<file path="src/hw/rtl/sst_pkg.sv">
`default_nettype none

package sst_pkg;

    // widths of the running counters
    localparam int LENGTH_BITS   = 16;
    localparam int POSITION_BITS = 32;

    // result field widths (fixed by the stream format)
    localparam int CLASS_W = 6;
    localparam int START_W = 32;
    localparam int LEN_W   = 16;

    // result queue
    localparam int FIFO_DEPTH = 4;
    localparam int FIFO_AW    = 2;
    localparam int FIFO_CW    = 3;

    // token classes; the lexer state holds the class of the pending token
    localparam logic [CLASS_W-1:0] CL_ID       = 6'd0;
    localparam logic [CLASS_W-1:0] CL_NUM      = 6'd1;
    localparam logic [CLASS_W-1:0] CL_STR      = 6'd2;
    localparam logic [CLASS_W-1:0] CL_LT       = 6'd3;
    localparam logic [CLASS_W-1:0] CL_GT       = 6'd5;
    localparam logic [CLASS_W-1:0] CL_PLUS     = 6'd7;
    localparam logic [CLASS_W-1:0] CL_PLUS_EQ  = 6'd8;
    localparam logic [CLASS_W-1:0] CL_INC      = 6'd9;
    localparam logic [CLASS_W-1:0] CL_MINUS    = 6'd10;
    localparam logic [CLASS_W-1:0] CL_MINUS_EQ = 6'd11;
    localparam logic [CLASS_W-1:0] CL_DEC      = 6'd12;
    localparam logic [CLASS_W-1:0] CL_MUL      = 6'd13;
    localparam logic [CLASS_W-1:0] CL_DIV      = 6'd15;
    localparam logic [CLASS_W-1:0] CL_DIV_EQ   = 6'd16;
    localparam logic [CLASS_W-1:0] CL_AND      = 6'd17;
    localparam logic [CLASS_W-1:0] CL_OR       = 6'd18;
    localparam logic [CLASS_W-1:0] CL_ASSIGN   = 6'd19;
    localparam logic [CLASS_W-1:0] CL_COMMA    = 6'd21;
    localparam logic [CLASS_W-1:0] CL_SEMI     = 6'd22;
    localparam logic [CLASS_W-1:0] CL_LBRACE   = 6'd23;
    localparam logic [CLASS_W-1:0] CL_RBRACE   = 6'd24;
    localparam logic [CLASS_W-1:0] CL_LBRACK   = 6'd25;
    localparam logic [CLASS_W-1:0] CL_RBRACK   = 6'd26;
    localparam logic [CLASS_W-1:0] CL_LPAREN   = 6'd27;
    localparam logic [CLASS_W-1:0] CL_RPAREN   = 6'd28;
    localparam logic [CLASS_W-1:0] CL_SQUOTE   = 6'd29;
    localparam logic [CLASS_W-1:0] CL_MOD      = 6'd30;
    localparam logic [CLASS_W-1:0] CL_LINE     = 6'd31;
    localparam logic [CLASS_W-1:0] CL_BLOCK    = 6'd32;
    localparam logic [CLASS_W-1:0] ST_IDLE     = 6'd63;

    // characters
    localparam logic [7:0] CH_NUL    = 8'h00;
    localparam logic [7:0] CH_LF     = 8'h0A;
    localparam logic [7:0] CH_CR     = 8'h0D;
    localparam logic [7:0] CH_SPACE  = 8'h20;
    localparam logic [7:0] CH_DQUOTE = 8'h22;
    localparam logic [7:0] CH_PCT    = 8'h25;
    localparam logic [7:0] CH_AMP    = 8'h26;
    localparam logic [7:0] CH_SQUOTE = 8'h27;
    localparam logic [7:0] CH_LPAREN = 8'h28;
    localparam logic [7:0] CH_RPAREN = 8'h29;
    localparam logic [7:0] CH_STAR   = 8'h2A;
    localparam logic [7:0] CH_PLUS   = 8'h2B;
    localparam logic [7:0] CH_COMMA  = 8'h2C;
    localparam logic [7:0] CH_MINUS  = 8'h2D;
    localparam logic [7:0] CH_DOT    = 8'h2E;
    localparam logic [7:0] CH_SLASH  = 8'h2F;
    localparam logic [7:0] CH_ZERO   = 8'h30;
    localparam logic [7:0] CH_NINE   = 8'h39;
    localparam logic [7:0] CH_COLON  = 8'h3A;
    localparam logic [7:0] CH_SEMI   = 8'h3B;
    localparam logic [7:0] CH_LT     = 8'h3C;
    localparam logic [7:0] CH_EQ     = 8'h3D;
    localparam logic [7:0] CH_GT     = 8'h3E;
    localparam logic [7:0] CH_UC_A   = 8'h41;
    localparam logic [7:0] CH_UC_Z   = 8'h5A;
    localparam logic [7:0] CH_LBRACK = 8'h5B;
    localparam logic [7:0] CH_RBRACK = 8'h5D;
    localparam logic [7:0] CH_USCORE = 8'h5F;
    localparam logic [7:0] CH_LC_A   = 8'h61;
    localparam logic [7:0] CH_LC_Z   = 8'h7A;
    localparam logic [7:0] CH_LBRACE = 8'h7B;
    localparam logic [7:0] CH_PIPE   = 8'h7C;
    localparam logic [7:0] CH_RBRACE = 8'h7D;

    // one token as it leaves on the stream, class in the low bits
    typedef struct packed {
        logic [LEN_W-1:0]   token_length;
        logic [START_W-1:0] token_start;
        logic [CLASS_W-1:0] token_class;
    } t_token;

    typedef struct packed {
        logic   last_result;
        t_token tok;
    } t_result;

    // up to two results per character, packed from slot 0
    typedef struct packed {
        logic    v0;
        logic    v1;
        t_result r0;
        t_result r1;
    } t_emit;

    function automatic logic f_is_alpha(input logic [7:0] c);
        return (c >= CH_LC_A && c <= CH_LC_Z) || (c >= CH_UC_A && c <= CH_UC_Z);
    endfunction

    function automatic logic f_is_digit(input logic [7:0] c);
        return c >= CH_ZERO && c <= CH_NINE;
    endfunction

    function automatic logic f_is_skip(input logic [7:0] c);
        return c == CH_SPACE || c == CH_LF || c == CH_CR || c == CH_NUL;
    endfunction

    function automatic logic [CLASS_W-1:0] f_start_class(input logic [7:0] c);
        logic [CLASS_W-1:0] cls;
        cls = CL_ID;
        if (f_is_digit(c) || c == CH_DOT) begin
            cls = CL_NUM;
        end else begin
            unique case (c)
                CH_LT:     cls = CL_LT;
                CH_GT:     cls = CL_GT;
                CH_DQUOTE: cls = CL_STR;
                CH_PLUS:   cls = CL_PLUS;
                CH_MINUS:  cls = CL_MINUS;
                CH_STAR:   cls = CL_MUL;
                CH_SLASH:  cls = CL_DIV;
                CH_AMP:    cls = CL_AND;
                CH_PIPE:   cls = CL_OR;
                CH_EQ:     cls = CL_ASSIGN;
                CH_COMMA:  cls = CL_COMMA;
                CH_SEMI:   cls = CL_SEMI;
                CH_LBRACE: cls = CL_LBRACE;
                CH_RBRACE: cls = CL_RBRACE;
                CH_LBRACK: cls = CL_LBRACK;
                CH_RBRACK: cls = CL_RBRACK;
                CH_LPAREN: cls = CL_LPAREN;
                CH_RPAREN: cls = CL_RPAREN;
                CH_SQUOTE: cls = CL_SQUOTE;
                CH_PCT:    cls = CL_MOD;
                CH_COLON:  cls = CL_MOD;
                default:   cls = CL_ID;
            endcase
        end
        return cls;
    endfunction

    // pending length as shown on the stream, limited to the field maximum
    function automatic logic [LEN_W-1:0] f_len_out(input logic [LENGTH_BITS-1:0] v);
        if (LENGTH_BITS > LEN_W && (v >> LEN_W) != '0) begin
            return '1;
        end
        return LEN_W'(v);
    endfunction

    function automatic logic [START_W-1:0] f_start_out(input logic [POSITION_BITS-1:0] v);
        return START_W'(v);
    endfunction

endpackage

`default_nettype wire

</file>
<file path="src/hw/rtl/sst_lexer.sv">
`default_nettype none

module sst_lexer (
    input  wire logic              i_clk,
    input  wire logic              i_rst_n,
    input  wire logic              i_step,
    input  wire logic [7:0]        i_char,
    input  wire logic              i_last,
    output sst_pkg::t_emit         o_emit
);

    logic [sst_pkg::CLASS_W-1:0]       r_state;
    logic                              r_star;
    logic [sst_pkg::POSITION_BITS-1:0] r_pstart;
    logic [sst_pkg::LENGTH_BITS-1:0]   r_plen;
    logic [sst_pkg::POSITION_BITS-1:0] r_pos;

    logic [sst_pkg::CLASS_W-1:0]       n_state;
    logic                              n_star;
    logic [sst_pkg::POSITION_BITS-1:0] n_pstart;
    logic [sst_pkg::LENGTH_BITS-1:0]   n_plen;

    logic [sst_pkg::CLASS_W-1:0]       st;
    logic [sst_pkg::CLASS_W-1:0]       nxt;
    logic                              ext;
    logic                              close;
    logic                              star_nx;
    logic                              idle;
    logic                              reject;
    logic                              emit_a;
    logic                              emit_b;
    logic                              start;
    logic [sst_pkg::LENGTH_BITS-1:0]   len_inc;
    logic [sst_pkg::CLASS_W-1:0]       state1;
    logic                              star1;
    logic [sst_pkg::LENGTH_BITS-1:0]   plen1;
    logic [sst_pkg::CLASS_W-1:0]       state2;
    logic [sst_pkg::POSITION_BITS-1:0] pstart2;
    logic [sst_pkg::LENGTH_BITS-1:0]   plen2;
    logic                              star2;
    sst_pkg::t_result                  res_a;
    sst_pkg::t_result                  res_b;

    // does the character extend the pending token
    always_comb begin
        st      = (r_state > sst_pkg::CL_BLOCK) ? sst_pkg::ST_IDLE : r_state;
        ext     = 1'b0;
        nxt     = st;
        close   = 1'b0;
        star_nx = r_star;
        unique case (st)
            sst_pkg::CL_ID: begin
                ext = sst_pkg::f_is_alpha(i_char) || sst_pkg::f_is_digit(i_char)
                      || i_char == sst_pkg::CH_USCORE;
            end
            sst_pkg::CL_NUM: begin
                ext = sst_pkg::f_is_digit(i_char) || i_char == sst_pkg::CH_DOT;
            end
            sst_pkg::CL_STR: begin
                ext   = 1'b1;
                close = i_char == sst_pkg::CH_DQUOTE;
            end
            sst_pkg::CL_LT, sst_pkg::CL_GT, sst_pkg::CL_MUL, sst_pkg::CL_ASSIGN: begin
                if (i_char == sst_pkg::CH_EQ) begin
                    ext = 1'b1;
                    nxt = sst_pkg::CLASS_W'(st + 6'd1);
                end
            end
            sst_pkg::CL_PLUS: begin
                if (i_char == sst_pkg::CH_EQ) begin
                    ext = 1'b1;
                    nxt = sst_pkg::CL_PLUS_EQ;
                end else if (i_char == sst_pkg::CH_PLUS) begin
                    ext = 1'b1;
                    nxt = sst_pkg::CL_INC;
                end
            end
            sst_pkg::CL_MINUS: begin
                if (i_char == sst_pkg::CH_EQ) begin
                    ext = 1'b1;
                    nxt = sst_pkg::CL_MINUS_EQ;
                end else if (i_char == sst_pkg::CH_MINUS) begin
                    ext = 1'b1;
                    nxt = sst_pkg::CL_DEC;
                end
            end
            sst_pkg::CL_DIV: begin
                if (i_char == sst_pkg::CH_EQ) begin
                    ext = 1'b1;
                    nxt = sst_pkg::CL_DIV_EQ;
                end else if (i_char == sst_pkg::CH_SLASH) begin
                    ext = 1'b1;
                    nxt = sst_pkg::CL_LINE;
                end else if (i_char == sst_pkg::CH_STAR) begin
                    // the opening star never counts toward the close
                    ext     = 1'b1;
                    nxt     = sst_pkg::CL_BLOCK;
                    star_nx = 1'b0;
                end
            end
            sst_pkg::CL_AND: ext = i_char == sst_pkg::CH_AMP;
            sst_pkg::CL_OR:  ext = i_char == sst_pkg::CH_PIPE;
            sst_pkg::CL_LINE: begin
                ext = !(i_char == sst_pkg::CH_LF || i_char == sst_pkg::CH_CR
                        || i_char == sst_pkg::CH_NUL);
            end
            sst_pkg::CL_BLOCK: begin
                ext = 1'b1;
                if (r_star && i_char == sst_pkg::CH_SLASH) begin
                    close = 1'b1;
                end else begin
                    star_nx = i_char == sst_pkg::CH_STAR;
                end
            end
            default: ext = 1'b0;
        endcase
    end

    always_comb begin
        idle    = st == sst_pkg::ST_IDLE;
        reject  = !idle && !ext;
        emit_a  = !idle && (!ext || close);
        len_inc = (r_plen == '1) ? r_plen : r_plen + 1'b1;

        res_a.tok.token_class  = st;
        res_a.tok.token_start  = sst_pkg::f_start_out(r_pstart);
        res_a.tok.token_length = sst_pkg::f_len_out(close ? len_inc : r_plen);

        state1 = (idle || emit_a) ? sst_pkg::ST_IDLE : nxt;
        star1  = emit_a ? 1'b0 : star_nx;
        plen1  = (idle || reject) ? r_plen : len_inc;

        // a rejected or idle-time character may open a new token
        start   = (idle || reject) && !sst_pkg::f_is_skip(i_char);
        state2  = start ? sst_pkg::f_start_class(i_char) : state1;
        pstart2 = start ? r_pos : r_pstart;
        plen2   = start ? sst_pkg::LENGTH_BITS'(1) : plen1;
        star2   = start ? 1'b0 : star1;

        emit_b = i_last && state2 != sst_pkg::ST_IDLE;

        res_a.last_result      = !emit_b;
        res_b.last_result      = 1'b1;
        res_b.tok.token_class  = state2;
        res_b.tok.token_start  = sst_pkg::f_start_out(pstart2);
        res_b.tok.token_length = sst_pkg::f_len_out(plen2);

        n_state  = emit_b ? sst_pkg::ST_IDLE : state2;
        n_star   = emit_b ? 1'b0 : star2;
        n_pstart = pstart2;
        n_plen   = plen2;

        o_emit.v0 = i_step && (emit_a || emit_b);
        o_emit.v1 = i_step && emit_a && emit_b;
        o_emit.r0 = emit_a ? res_a : res_b;
        o_emit.r1 = res_b;
    end

    always_ff @(posedge i_clk) begin
        if (!i_rst_n) begin
            r_state  <= sst_pkg::ST_IDLE;
            r_star   <= 1'b0;
            r_pstart <= '0;
            r_plen   <= '0;
            r_pos    <= '0;
        end else if (i_step) begin
            r_state  <= n_state;
            r_star   <= n_star;
            r_pstart <= n_pstart;
            r_plen   <= n_plen;
            r_pos    <= r_pos + 1'b1;
        end
    end

endmodule

`default_nettype wire

</file>
<file path="src/hw/rtl/sst_out_fifo.sv">
`default_nettype none

module sst_out_fifo (
    input  wire logic          i_clk,
    input  wire logic          i_rst_n,
    input  wire sst_pkg::t_emit i_emit,
    output logic               o_room2,
    output logic               o_valid,
    input  wire logic          i_ready,
    output sst_pkg::t_result   o_data
);

    sst_pkg::t_result                r_mem [sst_pkg::FIFO_DEPTH];
    logic [sst_pkg::FIFO_AW-1:0]     r_wr;
    logic [sst_pkg::FIFO_AW-1:0]     r_rd;
    logic [sst_pkg::FIFO_CW-1:0]     r_count;
    logic                            pop;
    logic [sst_pkg::FIFO_CW-1:0]     after_pop;
    logic [sst_pkg::FIFO_CW-1:0]     n_push;

    assign o_valid   = r_count != '0;
    assign pop       = o_valid && i_ready;
    assign after_pop = r_count - sst_pkg::FIFO_CW'(pop);
    // room for a full pair of results once this cycle's pop leaves
    assign o_room2   = after_pop <= sst_pkg::FIFO_CW'(sst_pkg::FIFO_DEPTH - 2);
    assign n_push    = sst_pkg::FIFO_CW'(i_emit.v0) + sst_pkg::FIFO_CW'(i_emit.v1);
    assign o_data    = r_mem[r_rd];

    always_ff @(posedge i_clk) begin
        if (i_emit.v0) begin
            r_mem[r_wr] <= i_emit.r0;
        end
        if (i_emit.v1) begin
            r_mem[r_wr + 1'b1] <= i_emit.r1;
        end
    end

    always_ff @(posedge i_clk) begin
        if (!i_rst_n) begin
            r_wr    <= '0;
            r_rd    <= '0;
            r_count <= '0;
        end else begin
            r_wr    <= r_wr + sst_pkg::FIFO_AW'(n_push);
            r_rd    <= r_rd + sst_pkg::FIFO_AW'(pop);
            r_count <= after_pop + n_push;
        end
    end

endmodule

`default_nettype wire

</file>
<file path="src/hw/rtl/shader_source_tokenizer.sv">
// Channel   Dir  tdata                         tuser  tlast
// s_axis    in   [7:0] character               -      end_of_text
// m_axis    out  [5:0] class, [37:6] start,    -      last_result
//                [53:38] length, [55:54] zero
//
// One character is taken per cycle while the queue has room for a pair of tokens. It is
// held in the input register, then the lexer step (state compare, class decode, length
// increment) writes 0, 1 or 2 tokens into a 4-entry result queue in the same cycle.
// Input stalls only while the queue cannot take a pair of tokens; a stalled
// m_axis backs up through the queue into s_axis_tready.
// Synchronous active-low reset returns the lexer to idle between tokens,
// zeroes position and pending length, and empties the queue.
`default_nettype none

module shader_source_tokenizer (
    input  wire logic        i_clk,
    input  wire logic        i_rst_n,
    input  wire logic        s_axis_tvalid,
    output logic             s_axis_tready,
    input  wire logic [7:0]  s_axis_tdata,   // [7:0] character
    input  wire logic        s_axis_tlast,   // end_of_text
    output logic             m_axis_tvalid,
    input  wire logic        m_axis_tready,
    output logic [55:0]      m_axis_tdata,   // [5:0] token_class, [37:6] token_start,
                                             // [53:38] token_length, [55:54] zero
    output logic             m_axis_tlast    // last_result
);

    // input register
    logic             r_in_valid;
    logic [7:0]       r_in_char;
    logic             r_in_last;

    logic             room2;
    logic             step;
    sst_pkg::t_emit   emit;
    sst_pkg::t_result head;

    // the held character is processed as soon as the queue has room for a pair of tokens
    assign step          = r_in_valid && room2;
    assign s_axis_tready = !r_in_valid || room2;

    always_ff @(posedge i_clk) begin
        if (!i_rst_n) begin
            r_in_valid <= 1'b0;
        end else if (s_axis_tready) begin
            r_in_valid <= s_axis_tvalid;
        end
    end

    always_ff @(posedge i_clk) begin
        if (s_axis_tvalid && s_axis_tready) begin
            r_in_char <= s_axis_tdata;
            r_in_last <= s_axis_tlast;
        end
    end

    sst_lexer u_lexer (
        .i_clk   (i_clk),
        .i_rst_n (i_rst_n),
        .i_step  (step),
        .i_char  (r_in_char),
        .i_last  (r_in_last),
        .o_emit  (emit)
    );

    sst_out_fifo u_fifo (
        .i_clk   (i_clk),
        .i_rst_n (i_rst_n),
        .i_emit  (emit),
        .o_room2 (room2),
        .o_valid (m_axis_tvalid),
        .i_ready (m_axis_tready),
        .o_data  (head)
    );

    assign m_axis_tdata = {2'b00, head.tok};
    assign m_axis_tlast = head.last_result;

endmodule

`default_nettype wire

</file>
<file path="config.mk">
export PLATFORM = sky130hd
export DESIGN_NAME = shader_source_tokenizer
export DESIGN_NICKNAME = d
export VERILOG_FILES = /design/src/hw/rtl/sst_pkg.sv /design/src/hw/rtl/sst_lexer.sv /design/src/hw/rtl/sst_out_fifo.sv /design/src/hw/rtl/shader_source_tokenizer.sv
export SDC_FILE = /design/constraint.sdc
export NUM_CORES = 1
export LEC_CHECK = 0
export BUFFER_PORTS_ARGS = -buffer_cell sky130_fd_sc_hd__buf_2
export CAP_MARGIN = 20
export CORE_MARGIN = 2
export CORE_UTILIZATION = 47
export DETAILED_ROUTE_END_ITERATION = 7
export PLACE_DENSITY_LB_ADDON = 0.3
export SLEW_MARGIN = 5
export SYNTH_ARGS = -nofsm -noshare
export SYNTH_HDL_FRONTEND = slang
export SYNTH_SLANG_ARGS = --single-unit
</file>
<file path="constraint.sdc">
create_clock -name i_clk -period 12.2 [get_ports i_clk]
set_input_delay 3.66 -clock i_clk [delete_from_list [all_inputs] [get_ports i_clk]]
set_output_delay 3.66 -clock i_clk [all_outputs]
set_load 0.03 [all_outputs]
</file>
After elaboration in Yosys (flattened, before gate mapping)
Memories as Yosys holds them, arrays and structs flattened. A register that Yosys moved wholly into a read port is not among the register bits.
Index checks and enable logic that the tools add are counted.
- $add $sub $neg: 9
- reductions and logical operators: 42
- muxes and demuxes: 45
- eq/ne operators: 46
- $lt $le $gt $ge: 8
- operators by type and width (cell ; count):
    $eq A8 B6 Y1 const B ; 18
    $pmux W5 S20 ; 1
    $mux W6 ; 13
    $mux W16 ; 4
    $mux W55 ; 1
    $eq A8 B7 Y1 const B ; 6
    $add A32 B1 Y32 const B ; 1
    $mux W32 ; 1
    $eq A6 B5 Y1 const B ; 4
    $pmux W6 S4 ; 1
    $mux W1 ; 20
    $eq A6 B4 Y1 const B ; 3
    $add A16 B1 Y16 const B ; 1
    $eq A16 B16 Y1 const B ; 1
    $eq A8 B4 Y1 const B ; 2
    $ge A8 B7 Y1 const B ; 2
    $le A8 B7 Y1 const B ; 2
    $ne A5 B2 Y1 const B ; 3
    $logic_and A1 B1 Y1 ; 14
    $logic_or A1 B1 Y1 ; 14
    $eq A6 B2 Y1 const B ; 2
    $eq A6 B3 Y1 const B ; 2
    $eq A6 B6 Y1 const B ; 2
    $pmux W1 S10 ; 1
    24 further kinds ; 31
- output and inout bits: 59
- memories kept: 1
- bits of input ports: 13
- logic and storage cells: 162
- register bits: 104
- bits in writable memories: 220
- memories (memory ; words ; bits a word ; read ports ; clocked after memory_dff ; wr ports ; RTL line ; RTL):
    u_fifo.r_mem ; 4 ; 55 ; 1 ; 1 ; 2 ; sst_out_fifo.sv:13 ; sst_pkg::t_result r_mem [sst_pkg::FIFO_DEPTH];

Longest topological paths before layout
Gate-level depths: netlist of run 1.
- depth after elaboration: 18
- gate-level depth with buffers: 21
- mapped depth without buffers: 18

Hierarchy
A second synthesis of run 1 with hierarchy kept.
- cells, all modules: 1430
- area, all modules: 18260.0 µm²
- by module, submodules not included (module ; sequential area each (µm²) ; cells each ; area an instance (µm²) ; instances):
    sst_out_fifo ; 6746.5 ; 575 ; 11234.5 ; 1
    sst_lexer ; 1741.7 ; 837 ; 6671.4 ; 1
    shader_source_tokenizer ; 290.3 ; 18 ; 354.1 ; 1

Least setup slack after synthesis of run 1
Ideal clock, no wire load.
- path type: input to output
- start: in m_axis_tready
- end: out s_axis_tready
- stages: 6
- setup slack: 3.707 ns
- buffers on the path: 0
- data required time: 8.540 ns
- arrival: 4.833 ns
- path through: and2_1 -> ha_1 -> ha_1 -> xnor2_1 -> o21ai_0 -> nand2_1
- longest elaborated chain between the ends: 4
- ends and longest elaborated chain (item ; RTL line ; RTL):
    from (decl) ; shader_source_tokenizer.sv:23 ; input wire logic m_axis_tready,
    $logic_and A1 B1 Y1 ; sst_out_fifo.sv:22 ; assign pop = o_valid && i_ready;
    $sub A3 B1 Y3 ; sst_out_fifo.sv:23 ; assign after_pop = r_count - sst_pkg::FIFO_CW'(pop);
    $le A3 B2 Y1 ; sst_out_fifo.sv:25 ; assign o_room2 = after_pop <= sst_pkg::FIFO_CW'(sst_pkg::FIFO_DEPTH - 2);
    $logic_or A1 B1 Y1 ; shader_source_tokenizer.sv:41 ; assign s_axis_tready = !r_in_valid || room2;
    to (decl) ; shader_source_tokenizer.sv:19 ; output logic s_axis_tready,
No other way between the ends.

Worst setup path after layout of run 1
Ends and elaborated chain as after synthesis.

==> results of run 1 <==
-- placed cells by master, fill, tap and decap left out, types with 5 or more instances in the layout --
master     synthesis  layout
a31oi_1           14      12
clkbuf_8           0       5
mux4_2            55      55
clkbuf_16          0      36
dfxtp_1           99      97
nor4_1             6       6
a211oi_1           5       5
xnor2_1           14      14
nand4_1            9       9
nor2b_1           10      10
o21ai_1            8       8
a21oi_1           77      76
clkbuf_1          83      13
nor2_1           145     141
and2_1            14      14
and4_1             6       6
o22ai_1            8       8
or3_1             12      12
nand4b_1           6       6
nand3_1           26      26
inv_1             16      16
a21o_1            11      11
o21ai_0           47      47
buf_2             32      69
a22oi_1            6       6
nand2b_1           7       7
and3_1            17      17
a22o_1           133     133
buf_4              2      23
xor2_1            25      25
nand2_1          155     152
o31a_1             6       6
nor3_1            28      27
or4_1              5       5
edfxtp_1         225     225
ha_1              10      10
-- cell families after synthesis --
group,count (synthesis),synth area share
simple gates,478,0.143
compound gates,362,0.162
flops,324,0.542
buf+inv,150,0.0384
mux,63,0.0829
xor+xnor,39,0.0212
fa+ha+maj,12,0.00962
other cells,1,0.000233
-- per-stage QoR --
step | util | hold slack (ps) | setup WS, ps | power [mW] | instance area (sq um)
finish | 0.531 | 489 | 3440 | 3.07 | 17800
global route | 0.531 | 524 | 3290 | 3.19 | 17800
CTS | 0.530 | 484 | 3430 | 3.09 | 17800
detailed placement | 0.497 | 456 | 3430 | 2.07 | 16700
global placement | 0.497 | 457 | 3500 | 2.06 | 16700
floorplan | - | 437 | 3710 | 1.85 | 16100
-- state kept, by name (all words and copies together) (netlist names) --
signal            count
r_in_last             1
u_fifo.r_count        3
u_fifo.r_rd           2
u_fifo.r_wr           2
u_lexer.r_state       6
r_in_char             8
r_in_valid            1
u_lexer.r_pstart     32
u_lexer.r_pos        32
u_fifo.r_mem        220
u_lexer.r_star        1
u_lexer.r_plen       16
-- final cells by class --
class	instances	area share
clock inverters	11	0.00477
repair buffers	93	0.0297
inverters	17	0.00358
clock buffers	54	0.0571
multi-input cells	956	0.383
well taps	448	0.0314
flip-flops and latches	324	0.490
-- worst min-delay path, delay by kind of cell (launching register included) --
kind | cells | cell delay [ps]
buffers and inverters | 1 | 50
AOI/OAI and AO/OA | 1 | 70
DFF | 1 | 310
-- worst max path at each step --
stage                             start             to  depth (start not counted)
after detailed placement  m_axis_tready  s_axis_tready                          8
final                     m_axis_tready  s_axis_tready                          8
after CTS                 m_axis_tready  s_axis_tready                          8
after global routing      m_axis_tready  s_axis_tready                          8
after global placement    m_axis_tready  s_axis_tready                          8
after floorplan           m_axis_tready  s_axis_tready                          6
-- power by group through the flow --
| stage | Clock [mW] | Combinational (mW) | Sequential (mW) |
|---|---|---|---|
| 3_5_place_dp | 0 | 0.735 | 1.33 |
| 6_report | 1.03 | 0.734 | 1.31 |
| 5_1_grt | 1.09 | 0.782 | 1.32 |
| 3_3_place_gp | 0 | 0.731 | 1.33 |
| 2_1_floorplan | 0 | 0.577 | 1.27 |
| 4_1_cts | 1.04 | 0.737 | 1.31 |
-- layer usage --
metal,wire length [microns],up-vias,part of all wire
met5,0,-,0
met2,19500,441,0.48
li1,-,5393,-
met1,17200,5703,0.43
met3,2840,54,0.070
met4,875,0,0.022
==> metrics.md, run 1 <==
| Metric | Value |
|---|---|
| Synthesized cell area | `16100 sq um` |
| WP data arrival | `5100 ps` |
| Synth area leaders | `edfxtp_1 (42%), dfxtp_1 (12%), mux4_2 (7.7%)` |
| Final setup TNS | `0 ps` |
| Biggest cell delay along the critical path | `290 ps` |
| Worst Min Path Start | `u_fifo.r_mem[2][54]` |
| Sequential Power Share | `0.427` |
| Cells after Synth | `1429` |
| Min cycle time layout | `8760 ps` |
| Most numerous cell in the Yosys netlist | `edfxtp_1` |
| CP endpoint kind | `output port` |
| Drc violations | `0` |
| Crit Path Class | `in2out` |
| Global-route wire length before repair | `63500 microns` |
| Worst-path fanout max | `4` |
| # setup viols final | `0` |
| Area of the die | `35800 sq um` |
| Comb pwr share | `0.239` |
| GRT Total Usage | `0.226` |
| Transition time of the tightest slew-check pin | `1030 ps` |
| Drt first-iter violations | `1196` |
| CTS hold repair buffers | `0` |
| Commonest cells post-synth | `edfxtp_1 (225), nand2_1 (155), nor2_1 (145)` |
| Post-synth EDFFs | `225` |
| Worst min path class | `reg2reg` |
| Power Dens Cells | `172 nW/um^2` |
| Clk_skew | `20.3 ps` |
| HPWL Detailed | `23900 microns` |
| Chip width | `189 microns` |
| Ys async rst share | `0` |
| Synth Warn # | `0` |
| Int Pwr | `2.07 mW` |
| GRT Max-Usage Layer | `met2` |
| Placer Congestion | `0.958` |
| VDD IR max | `0.141 mV` |
| Cts bufs inserted | `36` |
| Total inserted antenna cells | `0` |
| Fmax | `0.114 GHz` |
| Setup repair bufs after CTS | `0` |
| Sw Share | `0.326` |
| Vias post-DR | `11591` |
| Met2 Use GR | `0.373` |
| Largest net degree at the start of global routing | `60` |
| Placed cell count | `1836` |
| Bufs and invs on worst path | `2` |
| Psw | `1.00 mW` |
| Crit path cell chain | `buf_2, and2_1, ha_1, ha_1, xnor2_1, o21ai_0, nand2_1, buf_2` |
| Finished Layout Cells | `1903` |
| Met1 usage in global routing | `0.311` |
| Num rows | `67` |
| Predominant post-synthesis flop cell | `edfxtp_1` |
| Final wirelength | `40400 microns` |
| Leak | `5.93 nW` |
| Core area | `33600 sq um` |
| Root Buffer | `clkbuf_16` |
| Port Buffers | `69` |
| Post-synthesis area per instance | `11.3 sq um` |
| Reg clk slew, reported paths | `50 ps` |
| Synth cell types | `89` |
| Slew headroom | `0.311` |
| Layout area overhead | `10.6%` |
| Number of global-route vias before repair | `11130` |
| RSZ-0062 raised after global routing | `no` |
| Initial antenna violation count | `0` |
| Register cell area after layout | `8740 sq um` |
| Worst Hold End | `u_fifo.r_mem[2][54]` |
| Average routed wire per standard cell | `21.2 microns` |
| Initial core utilization | `0.480` |
| Fillers | `2863` |
| First-pass iteration count of the detailed router | `6` |
| TritonCTS Sinks | `324` |
| Worst reg2reg startpoint | `u_lexer.r_state[1]` |
| CP required | `8540 ps` |
| WHS Path Cells | `2` |
| FF+latch count, synth | `324` |
| Max Cap Viol | `0` |
| Met3 Resource Use GR | `0.0335` |
| Worst r2r dst | `u_fifo.r_mem[2][49]` |
| Hold Fails Final Rpt | `0` |
| Vias/cell | `6.09` |
| Status | `finished, final reports clean` |
| Final slew viol count | `0` |
| Antenna-violating nets left | `0` |
| Seq/Total Area, Yosys | `0.542` |
| Critical Path Slowest Stage Cell | `xnor2_1` |
| Top Ports | `72` |
| Top delay family on crit path | `adder cells` |
| Total grt overflow | `0` |
| Area leader, netlist | `edfxtp_1` |
| Setup crit start kind | `input port` |
| H-tree Lvls | `2` |
| Worst reg-to-reg setup slack | `5740 ps` |
| Die height | `189 microns` |
| Clk_lat worst skew | `540 ps` |
| Reg2Reg Depth | `16` |
| Share of the synthesized area in the top cell type | `0.419` |
| Share of cells above drive strength 1 | `0.162` |
| Final period utilization | `0.718` |
| Clock Tree Buf Depth | `3` |
| Area occupied by multi-input gates | `6840 sq um` |
| Clk pwr share | `0.334` |
| CTS tree | `built` |
| NumNets Final | `1452` |
| CTS resizes | `0` |
Note: power is estimated with default switching activity, not from simulation.
==> run 2, diff against run 1 <==
- ABC_AREA: not set -> 1
- clock period: 12.2 -> 7.6 ns (I/O delays scaled with it)
==> run 2 against run 1 <==
Compared with the run above: count of clock-buffer cells in the layout fell by 2; clock power rose by 64%; clock skew fell by 3.7 ps; critical path type unchanged.
==> metrics.md, run 2 <==
| Metric | Value |
|---|---|
| Status | `finished, final reports clean` |
| Synthesized cell area | `17500 sq um (+8.6%)` |
| Post-Synth Simple-Gate Area | `0.233 (+0.0893)` |
| VDD IR max | `0.172 mV (+22%)` |
| Cells after Synth | `2198 (+54%)` |
| Most numerous cell in the Yosys netlist | `nand2_1` |
| Port Buffers | `69 (unchanged)` |
| Min cycle time layout | `6190 ps` |
| Mux cell area share after synthesis | `0.000572 (-0.0823)` |
| Core area | `36600 sq um (+8.9%)` |
| Global-route wire length before repair | `76500 microns (+20%)` |
| Largest family of logic cells by synthesized area | `simple AND/OR/NAND/NOR gates` |
| Slew headroom | `0.371 (+0.0596)` |
| Area leader, netlist | `edfxtp_1` |
| Leak | `7.33 nW (+24%)` |
| Root Buffer | `clkbuf_16` |
| Top Ports | `72 (unchanged)` |
| Commonest cells after routing, fill and taps aside | `nand2_1 (369), nor2_1 (279), o21ai_0 (250)` |
| Hold Fails Final Rpt | `0 (unchanged)` |
| Clock Tree Buf Depth | `3 (unchanged)` |
| Predominant post-synthesis flop cell | `edfxtp_1` |
| Setup crit start kind | `input port` |
| Synth Area in Compound Gates | `0.166 (+0.00372)` |
| Vias post-DR | `15320 (+32%)` |
| Power Dens Cells | `328 nW/um^2 (+91%)` |
| Most common cell after layout, fill and taps aside | `nand2_1` |
| CTS resizes | `0 (unchanged)` |
| Total grt overflow | `0 (unchanged)` |
| Drt first-iter violations | `1566 (+31%)` |
| Vias/cell | `5.71 (-6.2%)` |
| Average routed wire per standard cell | `17.6 microns (-17%)` |
| Drc violations | `0 (unchanged)` |
| Clk_lat worst skew | `530 ps (about the same)` |
| TritonCTS Sinks | `324 (unchanged)` |
| Synth Warn # | `0 (unchanged)` |
| Post-synth EDFFs | `225 (unchanged)` |
| Largest net degree at the start of global routing | `78 (+30%)` |
| First-pass iteration count of the detailed router | `5 (-1)` |
| Worst Min Path Start | `u_fifo.r_mem[1][54]` |
| Antenna-violating nets left | `0 (unchanged)` |
| Crit Path Class | `in2out` |
| Worst min path class | `reg2reg` |
| H-tree Lvls | `2 (unchanged)` |
| Commonest cells post-synth | `nand2_1 (373), nor2_1 (283), o21ai_0 (250)` |
| Post-synthesis xor/xnor area fraction | `0.0120 (-0.00918)` |
| Clk_skew | `16.6 ps (-3.70 ps)` |
| Launch point of the worst path | `m_axis_tready` |
| Placed cell count | `2616 (+42%)` |
| Share of cells above drive strength 1 | `0.0908 (-0.0707)` |
| Register bank with the most flops | `u_fifo.r_mem` |
| Reg clk slew, reported paths | `50 ps (about the same)` |
| Synth area leaders | `edfxtp_1 (39%), dfxtp_1 (11%), nand2_1 (8.0%)` |
| Layout area overhead | `9.44%` |
| Final wirelength | `47300 microns (+17%)` |
| Max reg flops | `220 (unchanged)` |
| Final period utilization | `0.814` |
| Setup repair bufs after CTS | `0 (unchanged)` |
| Max Cap Viol | `0 (unchanged)` |
| Area of the die | `38800 sq um (+8.4%)` |
| NumNets Final | `2210 (+52%)` |
| Fillers | `3371 (+18%)` |
| FF+latch count, synth | `324 (unchanged)` |
| Number of global-route vias before repair | `14655 (+32%)` |
| RSZ-0062 raised after global routing | `no` |
| CTS hold repair buffers | `0 (unchanged)` |
| Initial antenna violation count | `0 (unchanged)` |
| Worst-path fanout max | `2 (-2)` |
| # setup viols final | `0 (unchanged)` |
| Fmax | `0.162 GHz` |
| Synth Area in Adders | `0.00829 (-0.00133)` |
| Final setup TNS | `0 ps (unchanged)` |
| Placer Congestion | `0.901 (-6.0%)` |
| Ys async rst share | `0 (unchanged)` |
| Cts bufs inserted | `36 (unchanged)` |
| Chip width | `197 microns (+4.1%)` |
| Synth cell types | `44 (-51%)` |
| Finished Layout Cells | `2681 (+41%)` |
| Overall Power | `6.28 mW (+100%)` |
| Post-synthesis area per instance | `7.97 sq um (-29%)` |
| Transition time of the tightest slew-check pin | `942 ps (-90.7 ps)` |
| Final slew viol count | `0 (unchanged)` |
| CP endpoint kind | `output port` |
| CP required | `5320 ps (-3220 ps)` |
| CTS tree | `built` |
| Leading registers by flop count | `u_fifo.r_mem x220, u_lexer.r_pos x32, u_lexer.r_pstart x32` |
| HPWL Detailed | `29000 microns (+21%)` |
| GRT Total Usage | `0.245 (+0.0192)` |
| WP data arrival | `3910 ps (-1190 ps)` |
| Die height | `197 microns (+4.1%)` |
| Initial core utilization | `0.478 (-0.00132)` |
| Worst reg2reg startpoint | `u_lexer.r_state[0]` |
| Total inserted antenna cells | `0 (unchanged)` |
| Seq/Total Area, Yosys | `0.499 (-0.0430)` |
| Share of the synthesized area in the top cell type | `0.386 (-0.0332)` |
| Num rows | `70 (+4.5%)` |
[run 2: cell types whose count changed after synthesis, sizes merged, moves of 49 or more]
cell | previous run | this run
nand2 | 155 | 382
o21ai | 56 | 369
nor2 | 147 | 289
o22ai | 8 | 57
a22o | 133 | 0
mux4 | 55 | 0
nand3 | 26 | 213
inv | 17 | 194
[run 2: worst max-delay path, stage by stage]
cell and delay [ps]:
buf_2 80, a21boi_0 250, ha_1 200, ha_1 240, o21ai_0 380, inv_1 80, nor2_1 150, inv_1 70
buf_2 180
[run 2: path summary, 6_finish.rpt]
path | end | slack, ps | depth (start not counted)
max reg2reg | u_fifo.r_count[2] | 1760 | 23
min reg2reg | u_fifo.r_mem[1][54] | 480 | 2
min | u_fifo.r_mem[1][54] | 480 | 2
max | s_axis_tready | 1410 | 9
[run 2: area by class of cell]
type | count | area (sq um) | area share
clock buffer | 52 | 1030 | 0.0539
clock inverter | 13 | 104 | 0.00542
inverter | 195 | 732 | 0.0382
multi-input combinational | 1534 | 7390 | 0.386
sequential | 324 | 8740 | 0.456
tap | 468 | 586 | 0.0306
timing repair buffer | 95 | 573 | 0.0299
[run 2: cell families (layout without fill, tap and decap cells)]
family	count (synthesis)	after routing
other	1	2
adders and majority gates	11	11
and+or+nand+nor	950	950
DFF	324	324
xor gates and xnor gates	24	24
buffers and inverters	341	355
AOI/OAI and AO/OA	546	546
muxes	1	1
[run 2: metal layers]
layer	up-vias	part of all wire	global-route usage
met5	-	0	0
met1	7080	0.43	0.327
met2	634	0.47	0.414
li1	7510	-	-
met4	0	0.029	0.0785
met3	96	0.074	0.0330
[run 2: metrics by stage]
stage	hold WS, ps	util	setup WS [ps]	cell area [sq um]
after global placement	454	0.492	1380	18000
after global routing	490	0.523	1250	19200
final	479	0.523	1410	19200
after floorplan	437	-	1900	17500
after CTS	479	0.523	1370	19200
after detailed placement	465	0.492	1320	18000
[run 2: power breakdown]
group / total, mW / switching (mW) / internal, mW
logic: 2.32 / 1.77 / 0.552
registers: 2.28 / 0.160 / 2.12
clock network: 1.69 / 0.704 / 0.981
total: 6.28 / 2.63 / 3.65
==> run 3, diff against run 2 <==
- ABC_AREA: 1 -> 0
- clock period: 7.6 -> 5.8 ns (I/O delays scaled with it)
==> run 3 against run 2 <==
Compared with the run above: utilization rose by 1.5 points; register-to-register slack got worse by 1200 ps; power is 4.2% higher; clock power up 31%; combinational power shrank 33%; setup slack worse by 880 ps; design area shrank 5.6%; clock skew up 4.9 ps; critical endpoint is now u_fifo.r_mem[1][16]; largest power group is now registers.
==> metrics.md, run 3 (synthesized netlist as in run 1, its figures left out) <==
| Metric | Value |
|---|---|
| # setup viols final | `0 (unchanged)` |
| CTS hold repair buffers | `0 (unchanged)` |
| Share of cells above drive strength 1 | `0.175 (+0.0845)` |
| Worst Min Path Start | `u_fifo.r_mem[3][54]` |
| Vias post-DR | `11952 (-22%)` |
| Crit path cell chain | `or4_1, nor2_1, nor2b_1, nor2_1, ha_1, nand3b_1, a211oi_1, o21ai_0, o2111ai_1, nor2_4, o21ai_4, xnor2_1, nor4_4, buf_4, a22o_1` |
| Top Ports | `72 (unchanged)` |
| Sequential Power Share | `0.421 (+0.059)` |
| Largest net degree at the start of global routing | `42 (-46%)` |
| Psw | `2.09 mW (-21%)` |
| Drt first-iter violations | `1376 (-12%)` |
| Top layer in use | `met4` |
| Worst r2r dst | `u_fifo.r_mem[1][16]` |
| Worst-path fanout max | `19 (+17)` |
| Most common cell after layout, fill and taps aside | `edfxtp_1` |
| TritonCTS Sinks | `324 (unchanged)` |
| Final setup TNS | `0 ps (unchanged)` |
| Chip width | `189 microns (-4.0%)` |
| Max Cap Viol | `0 (unchanged)` |
| Drc violations | `0 (unchanged)` |
| Worst min path class | `reg2reg` |
| GRT Total Usage | `0.235 (-0.00970)` |
| Total inserted antenna cells | `0 (unchanged)` |
| CTS tree | `built` |
| Layout area overhead | `12.3%` |
| First-pass iteration count of the detailed router | `5 (unchanged)` |
| Register cell area after layout | `8740 sq um (unchanged)` |
| Final period utilization | `0.907` |
| Final slew viol count | `0 (unchanged)` |
| Num rows | `67 (-4.3%)` |
| Worst reg2reg startpoint | `u_lexer.r_state[0]` |
| Sw Share | `0.319 (-0.0998)` |
| Setup repair bufs after CTS | `0 (unchanged)` |
| CP required | `6190 ps (+870 ps)` |
| Routed met1 length | `17600 microns (-13%)` |
| Critical Path Slowest Stage Cell | `nor4_4` |
| Leak | `6.19 nW (-16%)` |
| Int Pwr | `4.45 mW (+22%)` |
| Area of the die | `35800 sq um (-7.8%)` |
| Worst Hold End | `u_fifo.r_mem[3][54]` |
| Core area | `33600 sq um (-8.2%)` |
| H-tree Lvls | `2 (unchanged)` |
| Die height | `189 microns (-4.0%)` |
| Final wirelength | `42100 microns (-11%)` |
| Status | `finished, final reports clean` |
| Fillers | `2815 (-16%)` |
| Min cycle time layout | `5260 ps` |
| Root Buffer | `clkbuf_16` |
| Initial antenna violation count | `0 (unchanged)` |
| Clock Tree Buf Depth | `3 (unchanged)` |
| CP endpoint kind | `flop` |
| Finished Layout Cells | `1925 (-28%)` |
| NumNets Final | `1475 (-33%)` |
| Setup crit start kind | `flop` |
| WHS Path Cells | `1 (-1)` |
| Comb pwr share | `0.239 (-0.130)` |
| CP most frequent cell | `nor2_1` |
| Transition time of the tightest slew-check pin | `1050 ps (+108 ps)` |
| Antenna-violating nets left | `0 (unchanged)` |
| WL met3 | `3320 microns (-5.5%)` |
| Global-route wire length before repair | `65800 microns (-14%)` |
| Slew headroom | `0.296 (-0.0749)` |
| Placed cell count | `1861 (-29%)` |
| Cts bufs inserted | `35 (-2.8%)` |
| Clk pwr share | `0.340 (+0.072)` |
| Clk_skew | `21.5 ps (+4.92 ps)` |
| Initial core utilization | `0.480 (+0.00132)` |
| Reg clk slew, reported paths | `60 ps (about the same)` |
| Area occupied by multi-input gates | `6830 sq um (-7.5%)` |
| Hold Fails Final Rpt | `0 (unchanged)` |
| HPWL Detailed | `26500 microns (-8.4%)` |
| Number of global-route vias before repair | `11606 (-21%)` |
| Average routed wire per standard cell | `21.9 microns (+24%)` |
| Met2 wire len | `20200 microns (-9.3%)` |
| Reg2Reg Depth | `15 (-35%)` |
| Biggest cell delay along the critical path | `800 ps (+420 ps)` |
| RSZ-0062 raised after global routing | `no` |
| Total grt overflow | `0 (unchanged)` |
| Power Dens Cells | `362 nW/um^2 (+10%)` |
| Leading registers by flop count | `u_fifo.r_mem x220, u_lexer.r_pos x32, u_lexer.r_pstart x32` |
| Crit Path Class | `reg2reg` |
| Commonest cells after routing, fill and taps aside | `edfxtp_1 (225), nand2_1 (152), nor2_1 (141)` |
| WP data arrival | `5650 ps (+1740 ps)` |
| Clk_lat worst skew | `540 ps (about the same)` |
| Vias/cell | `6.21 (+8.7%)` |
| Fmax | `0.190 GHz` |
| Port Buffers | `69 (unchanged)` |
| Register bank with the most flops | `u_fifo.r_mem` |
| Max reg flops | `220 (unchanged)` |
| VDD IR max | `0.199 mV (+16%)` |
| Worst reg-to-reg setup slack | `540 ps (-1220 ps)` |
| Placer Congestion | `0.937 (+4.0%)` |
-- run 3: cell count changes in the layout (fill, tap and decap cells not counted), moves of 49 or more --
cell     previous run  this run
inv_1             177        16
nor2_1            279       141
nand3_1           205        26
nand2_1           369       152
a22o_1              0       133
o21ai_0           250        47
o21ai_1           117         8
mux4_2              0        55
o22ai_1            57         8
-- run 3: power by group through the flow --
stage	Combinational [mW]	Sequential (mW)	Clock (mW)
after floorplan	1.21	2.67	0
after global placement	1.56	2.81	0
after detailed placement	1.56	2.81	0
after CTS	1.56	2.76	2.26
after global routing	1.65	2.78	2.36
final	1.56	2.76	2.22
-- run 3: critical path: cells and delay by family, from the launching register on --
family	cells	cell delay [ps]
simple gates	7	2280
compound gates	5	1490
flops	1	430
buf+inv	1	430
xor+xnor	1	280
fa+ha+maj	1	200
-- run 3: layout make-up --
| cell class | count | area share |
|---|---|---|
| inverter | 17 | 0.00353 |
| clock buffer | 44 | 0.0508 |
| timing repair buffer | 117 | 0.0411 |
| tap | 448 | 0.0310 |
| sequential | 324 | 0.483 |
| clock inverter | 19 | 0.0128 |
| multi-input combinational | 956 | 0.378 |
-- run 3: metal layers --
layer,GRT usage,vias to the layer above
met5,0,-
met4,0.0709,0
met3,0.0365,67
met2,0.385,513
met1,0.326,5922
li1,-,5450
-- run 3: how the worst max path moves through the flow --
stage,start,end,cells past startpoint
5_1_grt,u_lexer.r_state[0],u_fifo.r_count[2],18
6_report,u_lexer.r_state[0],u_fifo.r_mem[1][16],15
3_5_place_dp,u_lexer.r_state[0],u_fifo.r_count[2],18
2_1_floorplan,m_axis_tready,u_fifo.r_mem[0][0],11
4_1_cts,u_lexer.r_state[0],u_fifo.r_count[2],18
3_3_place_gp,u_lexer.r_state[0],u_fifo.r_count[2],18
-- run 3: timing repair --
item,4_1_cts,5_1_grt
endpoints found under the hold margin,0,0
setup endpoints to repair,0,1
gates resized for setup,0,1
-- run 3: through the flow --
stage / hold slack [ps] / cell area (sq um) / power, mW / setup WS, ps / utilization
after floorplan: 437 / 16100 / 3.89 / 382 / -
after global placement: 462 / 16900 / 4.36 / 775 / 0.504
after detailed placement: 476 / 16900 / 4.37 / 565 / 0.504
after CTS: 489 / 18100 / 6.59 / 524 / 0.538
after global routing: 501 / 18100 / 6.79 / 82.3 / 0.538
final: 484 / 18100 / 6.54 / 537 / 0.538
